### config.mk
export PLATFORM = sky130hd
export DESIGN_NAME = elevator_order_controller_top
export DESIGN_NICKNAME = d
export VERILOG_FILES = /design/src/rtl/eoc_pkg.sv /design/src/rtl/eoc_ctrl.sv /design/src/rtl/eoc_dp.sv /design/src/rtl/elevator_order_controller_top.sv
export SDC_FILE = /design/constraint.sdc
export NUM_CORES = 1
export LEC_CHECK = 0
export BUFFER_PORTS_ARGS = -buffer_cell sky130_fd_sc_hd__buf_2
export CELL_PAD_IN_SITES_DETAIL_PLACEMENT = 1
export CELL_PAD_IN_SITES_GLOBAL_PLACEMENT = 1
export CORE_MARGIN = 1
export CORE_UTILIZATION = 48
export CTS_CLUSTER_DIAMETER = 60
export DETAILED_ROUTE_END_ITERATION = 7
export GPL_TIMING_DRIVEN = 0
export PLACE_DENSITY_LB_ADDON = 0.1
export SKIP_LAST_GASP = 1
export SLEW_MARGIN = 30
export SYNTH_ARGS = -nofsm -noshare
export SYNTH_HDL_FRONTEND = slang
export SYNTH_SLANG_ARGS = --single-unit
### constraint.sdc
create_clock -name clk -period 4.6 [get_ports clk]
set_input_delay 0.92 -clock clk [delete_from_list [all_inputs] [get_ports clk]]
set_output_delay 0.92 -clock clk [all_outputs]
set_load 0.1 [all_outputs]
### src/rtl/eoc_pkg.sv
// Shared types and constants for the elevator order controller.
package eoc_pkg;

	localparam int FLOORS_DEF = 4;
	localparam int FLOOR_W    = 2;
	localparam int BTN_W      = 4;
	localparam int TICK_W     = 16;
	localparam int IN_W       = 24;
	localparam int OUT_W      = 24;

	localparam logic [TICK_W-1:0] DOOR_TICKS_RST = 16'd150;

	// bit positions inside one order row
	localparam int ORD_CAB  = 0;
	localparam int ORD_UP   = 1;
	localparam int ORD_DOWN = 2;
	localparam int ORD_W    = 3;

	// heading and motor codes
	localparam logic signed [1:0] HEAD_UP   = 2'sb01;
	localparam logic signed [1:0] HEAD_NONE = 2'sb00;
	localparam logic signed [1:0] HEAD_DOWN = 2'sb11;

	typedef enum logic [2:0] {
		MODE_STARTUP    = 3'd0,
		MODE_RUN        = 3'd1,
		MODE_DOOR       = 3'd2,
		MODE_HOLD_FLOOR = 3'd3,
		MODE_HOLD_MID   = 3'd4,
		MODE_STOP_DOOR  = 3'd5
	} mode_t;

	typedef enum logic [1:0] {
		SEQ_IDLE = 2'd0,
		SEQ_REC  = 2'd1,
		SEQ_DEC  = 2'd2
	} seq_t;

	typedef struct packed {
		logic capture;
		logic record;
		logic decide;
	} ctl_cmd_t;

endpackage

### src/rtl/eoc_ctrl.sv
// Sequencer for one poll sample: capture, record buttons, decide and present.
module eoc_ctrl (
	input  logic              clk,
	input  logic              arst_n,
	input  logic              s_valid,
	output logic              s_ready,
	output logic              m_valid,
	input  logic              m_ready,
	output eoc_pkg::ctl_cmd_t cmd
);
	import eoc_pkg::*;

	seq_t seq_q, seq_d;
	logic m_valid_q, m_valid_d;
	logic m_free;

	always_ff @(posedge clk or negedge arst_n) begin
		if (!arst_n) begin
			seq_q     <= SEQ_IDLE;
			m_valid_q <= 1'b0;
		end else begin
			seq_q     <= seq_d;
			m_valid_q <= m_valid_d;
		end
	end

	always_comb begin
		seq_d   = seq_q;
		cmd     = '0;
		s_ready = 1'b0;
		m_free  = !m_valid_q || m_ready;
		unique case (seq_q)
			SEQ_IDLE: begin
				s_ready = 1'b1;
				if (s_valid) begin
					cmd.capture = 1'b1;
					seq_d       = SEQ_REC;
				end
			end
			SEQ_REC: begin
				cmd.record = 1'b1;
				seq_d      = SEQ_DEC;
			end
			SEQ_DEC: begin
				// commit only when the output slot is free
				if (m_free) begin
					cmd.decide = 1'b1;
					seq_d      = SEQ_IDLE;
				end
			end
			default: begin
				seq_d = SEQ_IDLE;
			end
		endcase
		priority if (cmd.decide) begin
			m_valid_d = 1'b1;
		end else if (m_ready) begin
			m_valid_d = 1'b0;
		end else begin
			m_valid_d = m_valid_q;
		end
	end

	assign m_valid = m_valid_q;

endmodule

### src/rtl/eoc_dp.sv
// Order store, heading, door timer and output register of the controller.
module eoc_dp #(
	parameter int FLOORS = eoc_pkg::FLOORS_DEF
) (
	input  logic                        clk,
	input  logic                        arst_n,
	input  eoc_pkg::ctl_cmd_t           cmd,
	input  logic [eoc_pkg::IN_W-1:0]    in_data,
	input  logic                        cfg_we,
	input  logic [eoc_pkg::TICK_W-1:0]  cfg_wdata,
	output logic [eoc_pkg::OUT_W-1:0]   out_data
);
	import eoc_pkg::*;

	localparam int PADW = (FLOORS > BTN_W) ? FLOORS : BTN_W;

	// captured sample
	logic               at_q;
	logic [FLOOR_W-1:0] fl_q;
	logic [BTN_W-1:0]   up_btn_q, dn_btn_q, cab_btn_q;
	logic               stop_q, obst_q;
	logic               at_in;

	// service state
	logic [ORD_W-1:0]   store_q [FLOORS];
	logic signed [1:0]  heading_q;
	logic [FLOOR_W-1:0] last_floor_q;
	mode_t              mode_q;
	logic [TICK_W-1:0]  timer_q;
	logic [TICK_W-1:0]  door_ticks_q;
	logic [OUT_W-1:0]   out_q;

	// record step
	logic [PADW-1:0]    up_ext, dn_ext, cab_ext;
	logic [ORD_W-1:0]   rec_row [FLOORS];
	logic               rec_en;

	// decide step
	logic [FLOORS-1:0]  nz;
	logic               any_ord, above, below, single, stop_here;
	logic [ORD_W-1:0]   row_sel;
	logic signed [1:0]  head_new;
	logic [TICK_W-1:0]  door_start, tick_timer;
	logic               tick_close;
	logic [ORD_W-1:0]   store_d [FLOORS];
	logic signed [1:0]  heading_d;
	logic [FLOOR_W-1:0] last_floor_d;
	mode_t              mode_d;
	logic [TICK_W-1:0]  timer_d;
	logic signed [1:0]  motor;
	logic               door, slamp;
	logic [PADW-1:0]    up_l, dn_l, cab_l;
	logic [OUT_W-1:0]   out_d;

	assign at_in = in_data[0] && (int'(in_data[2:1]) < FLOORS);

	always_ff @(posedge clk) begin
		if (cmd.capture) begin
			at_q      <= at_in;
			fl_q      <= in_data[2:1];
			up_btn_q  <= in_data[6:3];
			dn_btn_q  <= in_data[10:7];
			cab_btn_q <= in_data[14:11];
			stop_q    <= in_data[15];
			obst_q    <= in_data[16];
		end
		if (cmd.decide) begin
			out_q <= out_d;
		end
	end

	// merge pressed buttons into the rows, only in run mode or door mode
	assign up_ext  = PADW'(up_btn_q);
	assign dn_ext  = PADW'(dn_btn_q);
	assign cab_ext = PADW'(cab_btn_q);
	assign rec_en  = (mode_q == MODE_RUN) || (mode_q == MODE_DOOR);

	always_comb begin
		for (int i = 0; i < FLOORS; i++) begin
			rec_row[i] = store_q[i];
			if (rec_en) begin
				rec_row[i][ORD_CAB]  = store_q[i][ORD_CAB]  | cab_ext[i];
				rec_row[i][ORD_UP]   = store_q[i][ORD_UP]   | up_ext[i];
				rec_row[i][ORD_DOWN] = store_q[i][ORD_DOWN] | dn_ext[i];
			end
		end
	end

	// scan of the rows: occupancy at or above and at or below the last floor, and the row of the sensed floor
	always_comb begin
		above   = 1'b0;
		below   = 1'b0;
		row_sel = '0;
		for (int i = 0; i < FLOORS; i++) begin
			nz[i] = |store_q[i];
			if (i >= int'(last_floor_q)) above = above | nz[i];
			if (i <= int'(last_floor_q)) below = below | nz[i];
			if (i == int'(fl_q)) row_sel = store_q[i];
		end
		any_ord = |nz;
		single  = any_ord && ((nz & (nz - FLOORS'(1))) == '0);
	end

	always_comb begin
		head_new = heading_q;
		if (int'(last_floor_q) >= FLOORS - 1) begin
			head_new = HEAD_DOWN;
		end else if (last_floor_q == '0) begin
			head_new = HEAD_UP;
		end else begin
			if (head_new == HEAD_UP && !above) begin
				head_new = HEAD_NONE;
			end else if (head_new == HEAD_DOWN && !below) begin
				head_new = HEAD_NONE;
			end
			if (head_new == HEAD_NONE && above) begin
				head_new = HEAD_UP;
			end else if (head_new == HEAD_NONE && below) begin
				head_new = HEAD_DOWN;
			end
		end
		priority if (single) begin
			stop_here = |row_sel;
		end else if (head_new == HEAD_DOWN) begin
			stop_here = row_sel[ORD_CAB] | row_sel[ORD_DOWN];
		end else if (head_new == HEAD_UP) begin
			stop_here = row_sel[ORD_CAB] | row_sel[ORD_UP];
		end else begin
			stop_here = 1'b0;
		end
	end

	// door timer: reload while obstructed, close when it runs out
	assign door_start = (door_ticks_q == '0) ? TICK_W'(1) : door_ticks_q;
	assign tick_close = !obst_q && (timer_q <= TICK_W'(1));
	assign tick_timer = obst_q ? door_start : (tick_close ? '0 : timer_q - TICK_W'(1));

	always_comb begin
		store_d      = store_q;
		heading_d    = heading_q;
		last_floor_d = last_floor_q;
		mode_d       = mode_q;
		timer_d      = timer_q;
		motor        = HEAD_NONE;
		door         = 1'b0;
		slamp        = 1'b0;
		unique case (mode_q)
			MODE_STARTUP: begin
				motor = HEAD_DOWN;
				if (at_q) begin
					last_floor_d = fl_q;
					if (fl_q == '0) begin
						motor  = HEAD_NONE;
						mode_d = MODE_RUN;
					end
				end
			end
			MODE_DOOR: begin
				door    = 1'b1;
				timer_d = tick_timer;
				if (tick_close) begin
					for (int i = 0; i < FLOORS; i++) begin
						if (i == int'(last_floor_q)) store_d[i] = '0;
					end
					door   = 1'b0;
					mode_d = MODE_RUN;
				end
			end
			MODE_HOLD_FLOOR: begin
				door = 1'b1;
				if (stop_q) begin
					slamp = 1'b1;
				end else begin
					timer_d = door_start;
					mode_d  = MODE_STOP_DOOR;
				end
			end
			MODE_HOLD_MID: begin
				if (stop_q) begin
					slamp = 1'b1;
				end else begin
					mode_d = MODE_RUN;
				end
			end
			MODE_STOP_DOOR: begin
				door    = 1'b1;
				timer_d = tick_timer;
				if (tick_close) begin
					door   = 1'b0;
					mode_d = MODE_RUN;
				end
			end
			default: begin
				mode_d    = MODE_RUN;
				heading_d = head_new;
				motor     = any_ord ? head_new : HEAD_NONE;
				if (stop_q) begin
					for (int i = 0; i < FLOORS; i++) store_d[i] = '0;
					heading_d = HEAD_NONE;
					motor     = HEAD_NONE;
					slamp     = 1'b1;
					if (at_q) begin
						last_floor_d = fl_q;
						door         = 1'b1;
						mode_d       = MODE_HOLD_FLOOR;
					end else begin
						mode_d = MODE_HOLD_MID;
					end
				end else if (at_q) begin
					if (stop_here) begin
						motor   = HEAD_NONE;
						door    = 1'b1;
						timer_d = door_start;
						mode_d  = MODE_DOOR;
					end
					last_floor_d = fl_q;
				end
			end
		endcase

		up_l  = '0;
		dn_l  = '0;
		cab_l = '0;
		for (int i = 0; i < FLOORS; i++) begin
			up_l[i]  = store_d[i][ORD_UP];
			dn_l[i]  = store_d[i][ORD_DOWN];
			cab_l[i] = store_d[i][ORD_CAB];
		end
		out_d = OUT_W'({last_floor_d, cab_l[BTN_W-1:0], dn_l[BTN_W-1:0],
			up_l[BTN_W-1:0], slamp, door, motor});
	end

	always_ff @(posedge clk or negedge arst_n) begin
		if (!arst_n) begin
			for (int i = 0; i < FLOORS; i++) store_q[i] <= '0;
			heading_q    <= HEAD_UP;
			last_floor_q <= '0;
			mode_q       <= MODE_STARTUP;
			timer_q      <= '0;
			door_ticks_q <= DOOR_TICKS_RST;
		end else begin
			if (cfg_we) begin
				door_ticks_q <= cfg_wdata;
			end
			if (cmd.record) begin
				store_q <= rec_row;
			end else if (cmd.decide) begin
				store_q      <= store_d;
				heading_q    <= heading_d;
				last_floor_q <= last_floor_d;
				mode_q       <= mode_d;
				timer_q      <= timer_d;
			end
		end
	end

	assign out_data = out_q;

endmodule

### src/rtl/elevator_order_controller_top.sv
// Top level of the elevator order controller: sequencer plus datapath.
//
//  channel   direction  transfer carries
//  s_axis    in         one poll sample: sensor, buttons, stop, obstruction
//  m_axis    out        one set of motor, door, stop and order lamp outputs
//  cfg       in         door_ticks, written with cfg_we, no read-back
//
// Each sample passes through capture at the transfer edge, a record step that
// merges the buttons into the order rows, and a decide step that picks heading
// and stop from the order-row scan and loads the output register.
// Reset clears the orders, points the heading up and starts the descent to
// the bottom floor; door_ticks returns to 150.
// A result waiting on m_axis does not block the next sample's transfer; the
// decide cycle holds until the output register is free.
module elevator_order_controller_top #(
	parameter int FLOORS = eoc_pkg::FLOORS_DEF
) (
	input  logic                        clk,
	input  logic                        arst_n,
	input  logic                        s_axis_tvalid,
	output logic                        s_axis_tready,
	// [0] at_floor, [2:1] floor_index, [6:3] hall_up_buttons,
	// [10:7] hall_down_buttons, [14:11] cab_buttons, [15] stop_pressed,
	// [16] obstructed, [23:17] zero
	input  logic [eoc_pkg::IN_W-1:0]    s_axis_tdata,
	output logic                        m_axis_tvalid,
	input  logic                        m_axis_tready,
	// [1:0] motor_dir, [2] door_lamp, [3] stop_lamp, [7:4] up_lamps,
	// [11:8] down_lamps, [15:12] cab_lamps, [17:16] floor_lamp, [23:18] zero
	output logic [eoc_pkg::OUT_W-1:0]   m_axis_tdata,
	input  logic                        cfg_we,
	input  logic [eoc_pkg::TICK_W-1:0]  cfg_wdata
);
	import eoc_pkg::*;

	ctl_cmd_t cmd;

	// sequencer: hands capture, record and decide steps to the datapath
	eoc_ctrl u_ctrl (
		.clk     (clk),
		.arst_n  (arst_n),
		.s_valid (s_axis_tvalid),
		.s_ready (s_axis_tready),
		.m_valid (m_axis_tvalid),
		.m_ready (m_axis_tready),
		.cmd     (cmd)
	);

	// datapath: order rows, heading, door timer, output register
	eoc_dp #(
		.FLOORS (FLOORS)
	) u_dp (
		.clk       (clk),
		.arst_n    (arst_n),
		.cmd       (cmd),
		.in_data   (s_axis_tdata),
		.cfg_we    (cfg_we),
		.cfg_wdata (cfg_wdata),
		.out_data  (m_axis_tdata)
	);

endmodule

==> results.cfg, run 1 <==
[timing]
drv_slew = 0
hold_viol = 0
timing.slew.headroom_pct = 42.7
fin_crit_sh_pct = 66.1
fin_ws_ns = 1.56
finClkSkew_ns = 0.0207
setup_viol = 0
setup_tns_ns = 0
min_period_ns = 3.04
rsz0062_at_grt = no
tightest_slew_ns = 0.860
fmax_mhz = 329

[grt]
grt_max_degree = 55
grt_overflow = 0
track_usage_pct = 26.7
antenna_found_initial = 0
grt_pass1_wl_mm = 20.5
grt_pass1_vias = 4053

[setup_path]
critPathRequiredTime_ns = 4.72
reg2reg_to = u_dp.out_data[0]
critPathKind = register to register
path_max_fanout = 10
r2r_start = u_dp.store_q[2]
startpoint_type = register
crit_end = u_dp.out_data[0]
rr_worst_depth = 7
critical_path_arrival_ns = 3.16
reg2reg_slack_ns = 1.56
worstSetupEndpointType = register
critPathLaunch = u_dp.store_q[2]

[flow_run]
drv_cap = 0

[floorplanning]
die_x_um = 101
die_area_um2 = 10100
io_pins = 71
die_y_um = 101
row_count = 35
start_util_pct = 50.0
core_area_um2 = 9330

[yosys]
yosys.area.top_type_share_pct = 26.3
syn_area_um2 = 4660
synth_flop_cell = dfrtp_1
synth_edf_count = 35
ys_ff_latch = 89
synth_area_leaders = dfrtp_1, edfxtp_1, a21oi_1
ys_warn_count = 0
syn_area_per_cell_um2 = 10.6
synth_cell_types = 63
synthCells = 438
synth_most_common_cell = dfrtp_1
yosys-top-cells-count = dfrtp_1, a21oi_1, edfxtp_1
ys_seq_area_share_pct = 51.7
synth_top_area_cell = dfrtp_1
async_flop_share_pct = 60.7

[routing]
drc_errors = 0
via_per_inst = 5.87
totalWireLength_mm = 12.5
detail-route-antenna-nets = 0
vias = 3778
drt_iter0_markers = 181
wl_per_cell_um = 19.4
drtPass1Iterations = 4

[min_path]
hold_path_class = register to register

[clock_tree]
cts-root-buf = clkbuf_8
holdBufCountCts = 0
clkTransAtPathRegs_ns = 0.11
clock_latency_ns = 0.38
numCtsBuffers = 9
ctsResizeCount = 0
postCtsSetupBuffers = 0
clk_path_buf_depth = 2
cts_tree = yes
htreeDepth = 3
cts.sinks = 89

[power]
pwr_density_cell_nw_per_um2 = 635
ir_worst_vdd_v = 0.000289
p_leak_uw = 0.00210

[layout]
nNetsFinal = 558
drive_gt1_share_pct = 25.4
post-route-util_pct = 57.1
fill_cells = 1065
diodes = 0
area_delta_synth_final_pct = 14.3

[place]
post-place-ws_ns = 1.25
globalplace.congestion = 0.838
port_buffers = 56
dp_hpwl_mm = 9.22

[outcome]
status = finished clean
## cell type report
type	instances	area [um^2]	area share (%)
Buffer	24	121	2.28
Clock buffer	9	124	2.33
Multi-Input combinational cell	309	2070	38.8
Sequential cell	89	2410	45.2
Tap cell	129	161	3.03
Inverter	21	78.8	1.48
Clock inverter	7	81.3	1.53
Timing Repair Buffer	56	283	5.31
## registers in the layout, indices dropped and copies added, names as in the netlist
signal / count
u_ctrl.m_valid: 1
u_ctrl.seq_q: 2
u_dp.at_q: 1
u_dp.cab_btn_q: 4
u_dp.dn_btn_q: 4
u_dp.door_ticks_q: 16
u_dp.fl_q: 2
u_dp.heading_q: 2
u_dp.last_floor_q: 2
u_dp.mode_q: 3
u_dp.obst_q: 1
u_dp.out_data: 18
u_dp.stop_q: 1
u_dp.store_q: 12
u_dp.timer_q: 16
u_dp.up_btn_q: 4
## power breakdown
part           leakage [uW]  internal (uW)  switching, uW  total [uW]
combinational       0.00105            439           1120        1560
sequential         0.000941           1090            181        1270
clock              0.000103            216            334         550
total               0.00210           1740           1640        3380
## placed cells by master (no fill, tap or decap), drive strengths merged, types with 3 or more instances in the layout
cell | netlist | layout
dfrtp | 49 | 49
nor2b | 11 | 11
mux2 | 21 | 21
clkbuf | 15 | 24
nand2 | 30 | 30
xnor2 | 4 | 4
buf | 9 | 65
clkinv | 1 | 5
o211ai | 3 | 3
or3 | 6 | 6
nor3 | 22 | 22
conb | 1 | 6
a21oi | 46 | 46
dfstp | 5 | 5
o21ai | 31 | 31
o211a | 3 | 3
inv | 20 | 23
and3 | 3 | 3
a32oi | 6 | 6
mux4 | 3 | 3
and2 | 10 | 10
nor2 | 33 | 33
ha | 3 | 3
edfxtp | 35 | 35
o22ai | 13 | 13
nand3 | 3 | 3
nand2b | 5 | 5
or4 | 3 | 3
a22oi | 5 | 5
nor4 | 6 | 6
## per-stage QoR
step / area [um^2] / instances / total power (uW) / hold WS [ns]
6_report: 5330 / 644 / 3380 / 0.478
3_5_place_dp: 5120 / 628 / 2840 / 0.457
4_1_cts: 5330 / 644 / 3400 / 0.479
2_1_floorplan: 4680 / 443 / 2430 / 0.426
3_3_place_gp: 5120 / 628 / 2770 / 0.446
5_1_grt: 5330 / 644 / 3570 / 0.518
## worst min-delay path by stage
stage	slack, ns	end	start	cells past startpoint
finish	0.48	u_dp.store_q[2]	u_dp.dn_btn_q[3]	2
global route	0.52	u_dp.store_q[2]	u_dp.dn_btn_q[3]	2
CTS	0.48	u_dp.store_q[2]	u_dp.dn_btn_q[3]	2
detailed placement	0.46	u_dp.store_q[2]	u_dp.dn_btn_q[3]	2
global placement	0.45	u_dp.store_q[2]	u_dp.dn_btn_q[3]	2
floorplan	0.43	u_dp.store_q[2]	u_dp.dn_btn_q[3]	2
## routing by layer
| metal | part of all wire [%] | global-route usage (%) |
|---|---|---|
| met5 | 0 | 0 |
| met3 | 3.2 | 3.47 |
| met1 | 45 | 35.0 |
| met4 | 1.7 | 9.70 |
| met2 | 50 | 45.6 |
## kinds of logic after synthesis
family          Yosys count  share of synthesized area, %
buf+inv                  45                          4.30
simple gates            141                          15.8
xor+xnor                  4                         0.752
compound gates          129                          19.6
mux                      26                          7.04
fa+ha+maj                 3                         0.806
flops                    89                          51.7
other cells               1                        0.0805
## critical path: stages (launching register included)
cell     delay [ns]
dfrtp_1        0.45
nor3_2         0.54
nand2_1        0.11
a22o_1         0.25
a211o_1        0.34
o41a_1         0.57
buf_2          0.27
a31o_1         0.25
(Power assumes the default switching activity.)
==> run 2: changes to the inputs <==
--- a/config.mk
+++ b/config.mk
@@ -5,11 +5,12 @@
 export SDC_FILE = /design/constraint.sdc
 export NUM_CORES = 1
 export LEC_CHECK = 0
+export ABC_AREA = 1
 export BUFFER_PORTS_ARGS = -buffer_cell sky130_fd_sc_hd__buf_2
 export CELL_PAD_IN_SITES_DETAIL_PLACEMENT = 1
 export CELL_PAD_IN_SITES_GLOBAL_PLACEMENT = 1
 export CORE_MARGIN = 1
-export CORE_UTILIZATION = 48
+export CORE_UTILIZATION = 39
 export CTS_CLUSTER_DIAMETER = 60
 export DETAILED_ROUTE_END_ITERATION = 7
 export GPL_TIMING_DRIVEN = 0
==> constraint.sdc (replaced) <==
create_clock -name clk -period 2.7 [get_ports clk]
set_input_delay 0.54 -clock clk [delete_from_list [all_inputs] [get_ports clk]]
set_output_delay 0.54 -clock clk [all_outputs]
set_load 0.1 [all_outputs]
==> results.cfg, run 2 <==
[setup_path]
cp_slowest_cell = dfrtp_1
rr_worst_depth = 14
critical_path_arrival_ns = 2.72
path_buf_inv = 5
crit_end = u_dp.timer_q[8]
reg2reg_slack_ns = 0.21
critPathKind = register to register
critPathRequiredTime_ns = 2.93
critPathLaunch = u_dp.timer_q[0]
crit_family = buffers and inverters
max_stage_delay_ns = 0.42
startpoint_type = register
r2r_start = u_dp.timer_q[0]
crit_top_cell = inv_1
path_max_fanout = 10
crit_cells = 14
cp_cell_sequence = inv_1 > ha_1 > inv_1 > nor2_1 > inv_1 > nor2_2 > o21ai_2 > o21ai_0 > nor2_1 > inv_1 > buf_4 > o22ai_1 > nand3_1 > nand2_1
reg2reg_to = u_dp.timer_q[8]
worstSetupEndpointType = register

[routing]
drc_errors = 0
drtPass1Iterations = 5
detail-route-antenna-nets = 0
wl_per_cell_um = 16.4
totalWireLength_mm = 12.2
drt_iter0_markers = 111
via_per_inst = 5.14
vias = 3805

[yosys]
synthCells = 520
ys_ff_latch = 89
synth_top_area_cell = dfrtp_1
synth_area_leaders = dfrtp_1, edfxtp_1, nand2_1
syn_area_per_cell_um2 = 8.71
async_flop_share_pct = 60.7
ys_warn_count = 0
syn_area_um2 = 4530
synth_edf_count = 35
synth_flop_cell = dfrtp_1
yosys-top-cells-count = nand2_1, inv_1, nor2_1
synth_most_common_cell = nand2_1
yosys.area.top_type_share_pct = 27.1
synth_cell_types = 41
ys_seq_area_share_pct = 53.2

[floorplanning]
io_pins = 71
die_area_um2 = 12100
row_count = 38
start_util_pct = 40.9
die_y_um = 110
die_x_um = 110
core_area_um2 = 11100

[layout]
post-route-util_pct = 48.1
multi_input_area_um2 = 1760
final_cell_mix = nand2_1, inv_1, buf_2
drive_gt1_share_pct = 19.8
area_delta_synth_final_pct = 17.6
mostFrequentLayoutCell = nand2_1
fill_cells = 1347
postLayoutCellArea_um2 = 5330
largest_reg_flops = 18
ff_latch_area_um2 = 2410
diodes = 0
nNetsFinal = 643

[timing]
fin_hold_ws_ns = 0.256
setup_viol = 0
tightest_slew_ns = 0.755
setup_tns_ns = 0
finClkSkew_ns = 0.00937
drv_slew = 0
hold_viol = 0
fin_crit_sh_pct = 92.2
rsz0062_at_grt = no
fmax_mhz = 402
timing.slew.headroom_pct = 49.7
min_period_ns = 2.49

[grt]
grt_pass1_wl_mm = 20.0
antenna_found_initial = 0
grt_pass1_vias = 4021
track_usage_pct = 22.5
grt_overflow = 0
grt_max_degree = 55

[clock_tree]
ctsResizeCount = 0
numCtsBuffers = 9
htreeDepth = 3
clk_path_buf_depth = 2
holdBufCountCts = 0
cts_tree = yes
cts-root-buf = clkbuf_16
clkTransAtPathRegs_ns = 0.07
cts.sinks = 89
clock_latency_ns = 0.34
postCtsSetupBuffers = 0

[place]
dp_hpwl_mm = 9.19
port_buffers = 57
globalplace.congestion = 0.825
postPlaceCellArea_um2 = 5030

[power]
pwr_density_cell_nw_per_um2 = 1200
p_leak_uw = 0.00256
ir_worst_vdd_v = 0.000500
total_power_uw = 6390

[flow_run]
drv_cap = 0

[min_path]
hold_path_class = input port to asynchronous set/reset pin

[outcome]
status = finished clean
## run 2: cell families (layout without fill, tap and decap cells)
family | Yosys count | in the layout | synth area share, %
adders and majority gates | 3 | 3 | 0.829
DFF | 89 | 89 | 53.2
muxes | 1 | 1 | 0.249
other | 1 | 6 | 0.0828
AOI/OAI and AO/OA | 95 | 95 | 12.3
buffers and inverters | 92 | 167 | 8.67
xor gates and xnor gates | 12 | 12 | 2.32
and+or+nand+nor | 227 | 227 | 22.4
## run 2: how the worst min path moves through the flow
| stage | end | startpoint | slack, ns |
|---|---|---|---|
| floorplan | u_ctrl.m_valid | arst_n | 0.24 |
| global placement | u_dp.timer_q[15] | u_dp.timer_q[15] | 0.46 |
| detailed placement | u_dp.timer_q[15] | u_dp.timer_q[15] | 0.47 |
| CTS | u_dp.store_q[11] | arst_n | 0.28 |
| global route | u_dp.store_q[9] | arst_n | 0.33 |
| finish | u_dp.store_q[11] | arst_n | 0.26 |
## run 2: worst reg2reg max path, delay by kind of cell (launching register included)
kind,cells,cell delay [ns]
compound gates,3,0.42
buf+inv,5,0.70
flops,1,0.42
fa+ha+maj,1,0.21
simple gates,5,0.65
## run 2: cell type report
class | count | area share [%]
Sequential cell | 89 | 45.2
Inverter | 76 | 5.36
Buffer | 16 | 2.04
Clock inverter | 5 | 1.08
Multi-Input combinational cell | 344 | 33.0
Tap cell | 140 | 3.29
Timing Repair Buffer | 59 | 5.68
Clock buffer | 11 | 4.37
## run 2: metrics by stage
| stage | cells | worst slack, ns |
|---|---|---|
| global placement | 722 | -0.491 |
| CTS | 740 | 0.128 |
| global route | 740 | 0.0196 |
| detailed placement | 724 | 0.188 |
| finish | 740 | 0.212 |
| floorplan | 525 | 0.424 |
## run 2: per-layer routing
| layer | part of all wire [%] | vias to the layer above | track usage, % |
|---|---|---|---|
| li1 | - | 1857 | - |
| met3 | 2.2 | 21 | 3.68 |
| met4 | 2.7 | 0 | 9.52 |
| met2 | 55 | 57 | 42.1 |
| met5 | 0 | - | 0 |
| met1 | 40 | 1870 | 25.0 |
## run 2: report_power, final
| part | switching (uW) | internal, uW |
|---|---|---|
| logic | 2100 | 811 |
| clock network | 523 | 718 |
| registers | 356 | 1880 |
| total | 2980 | 3410 |
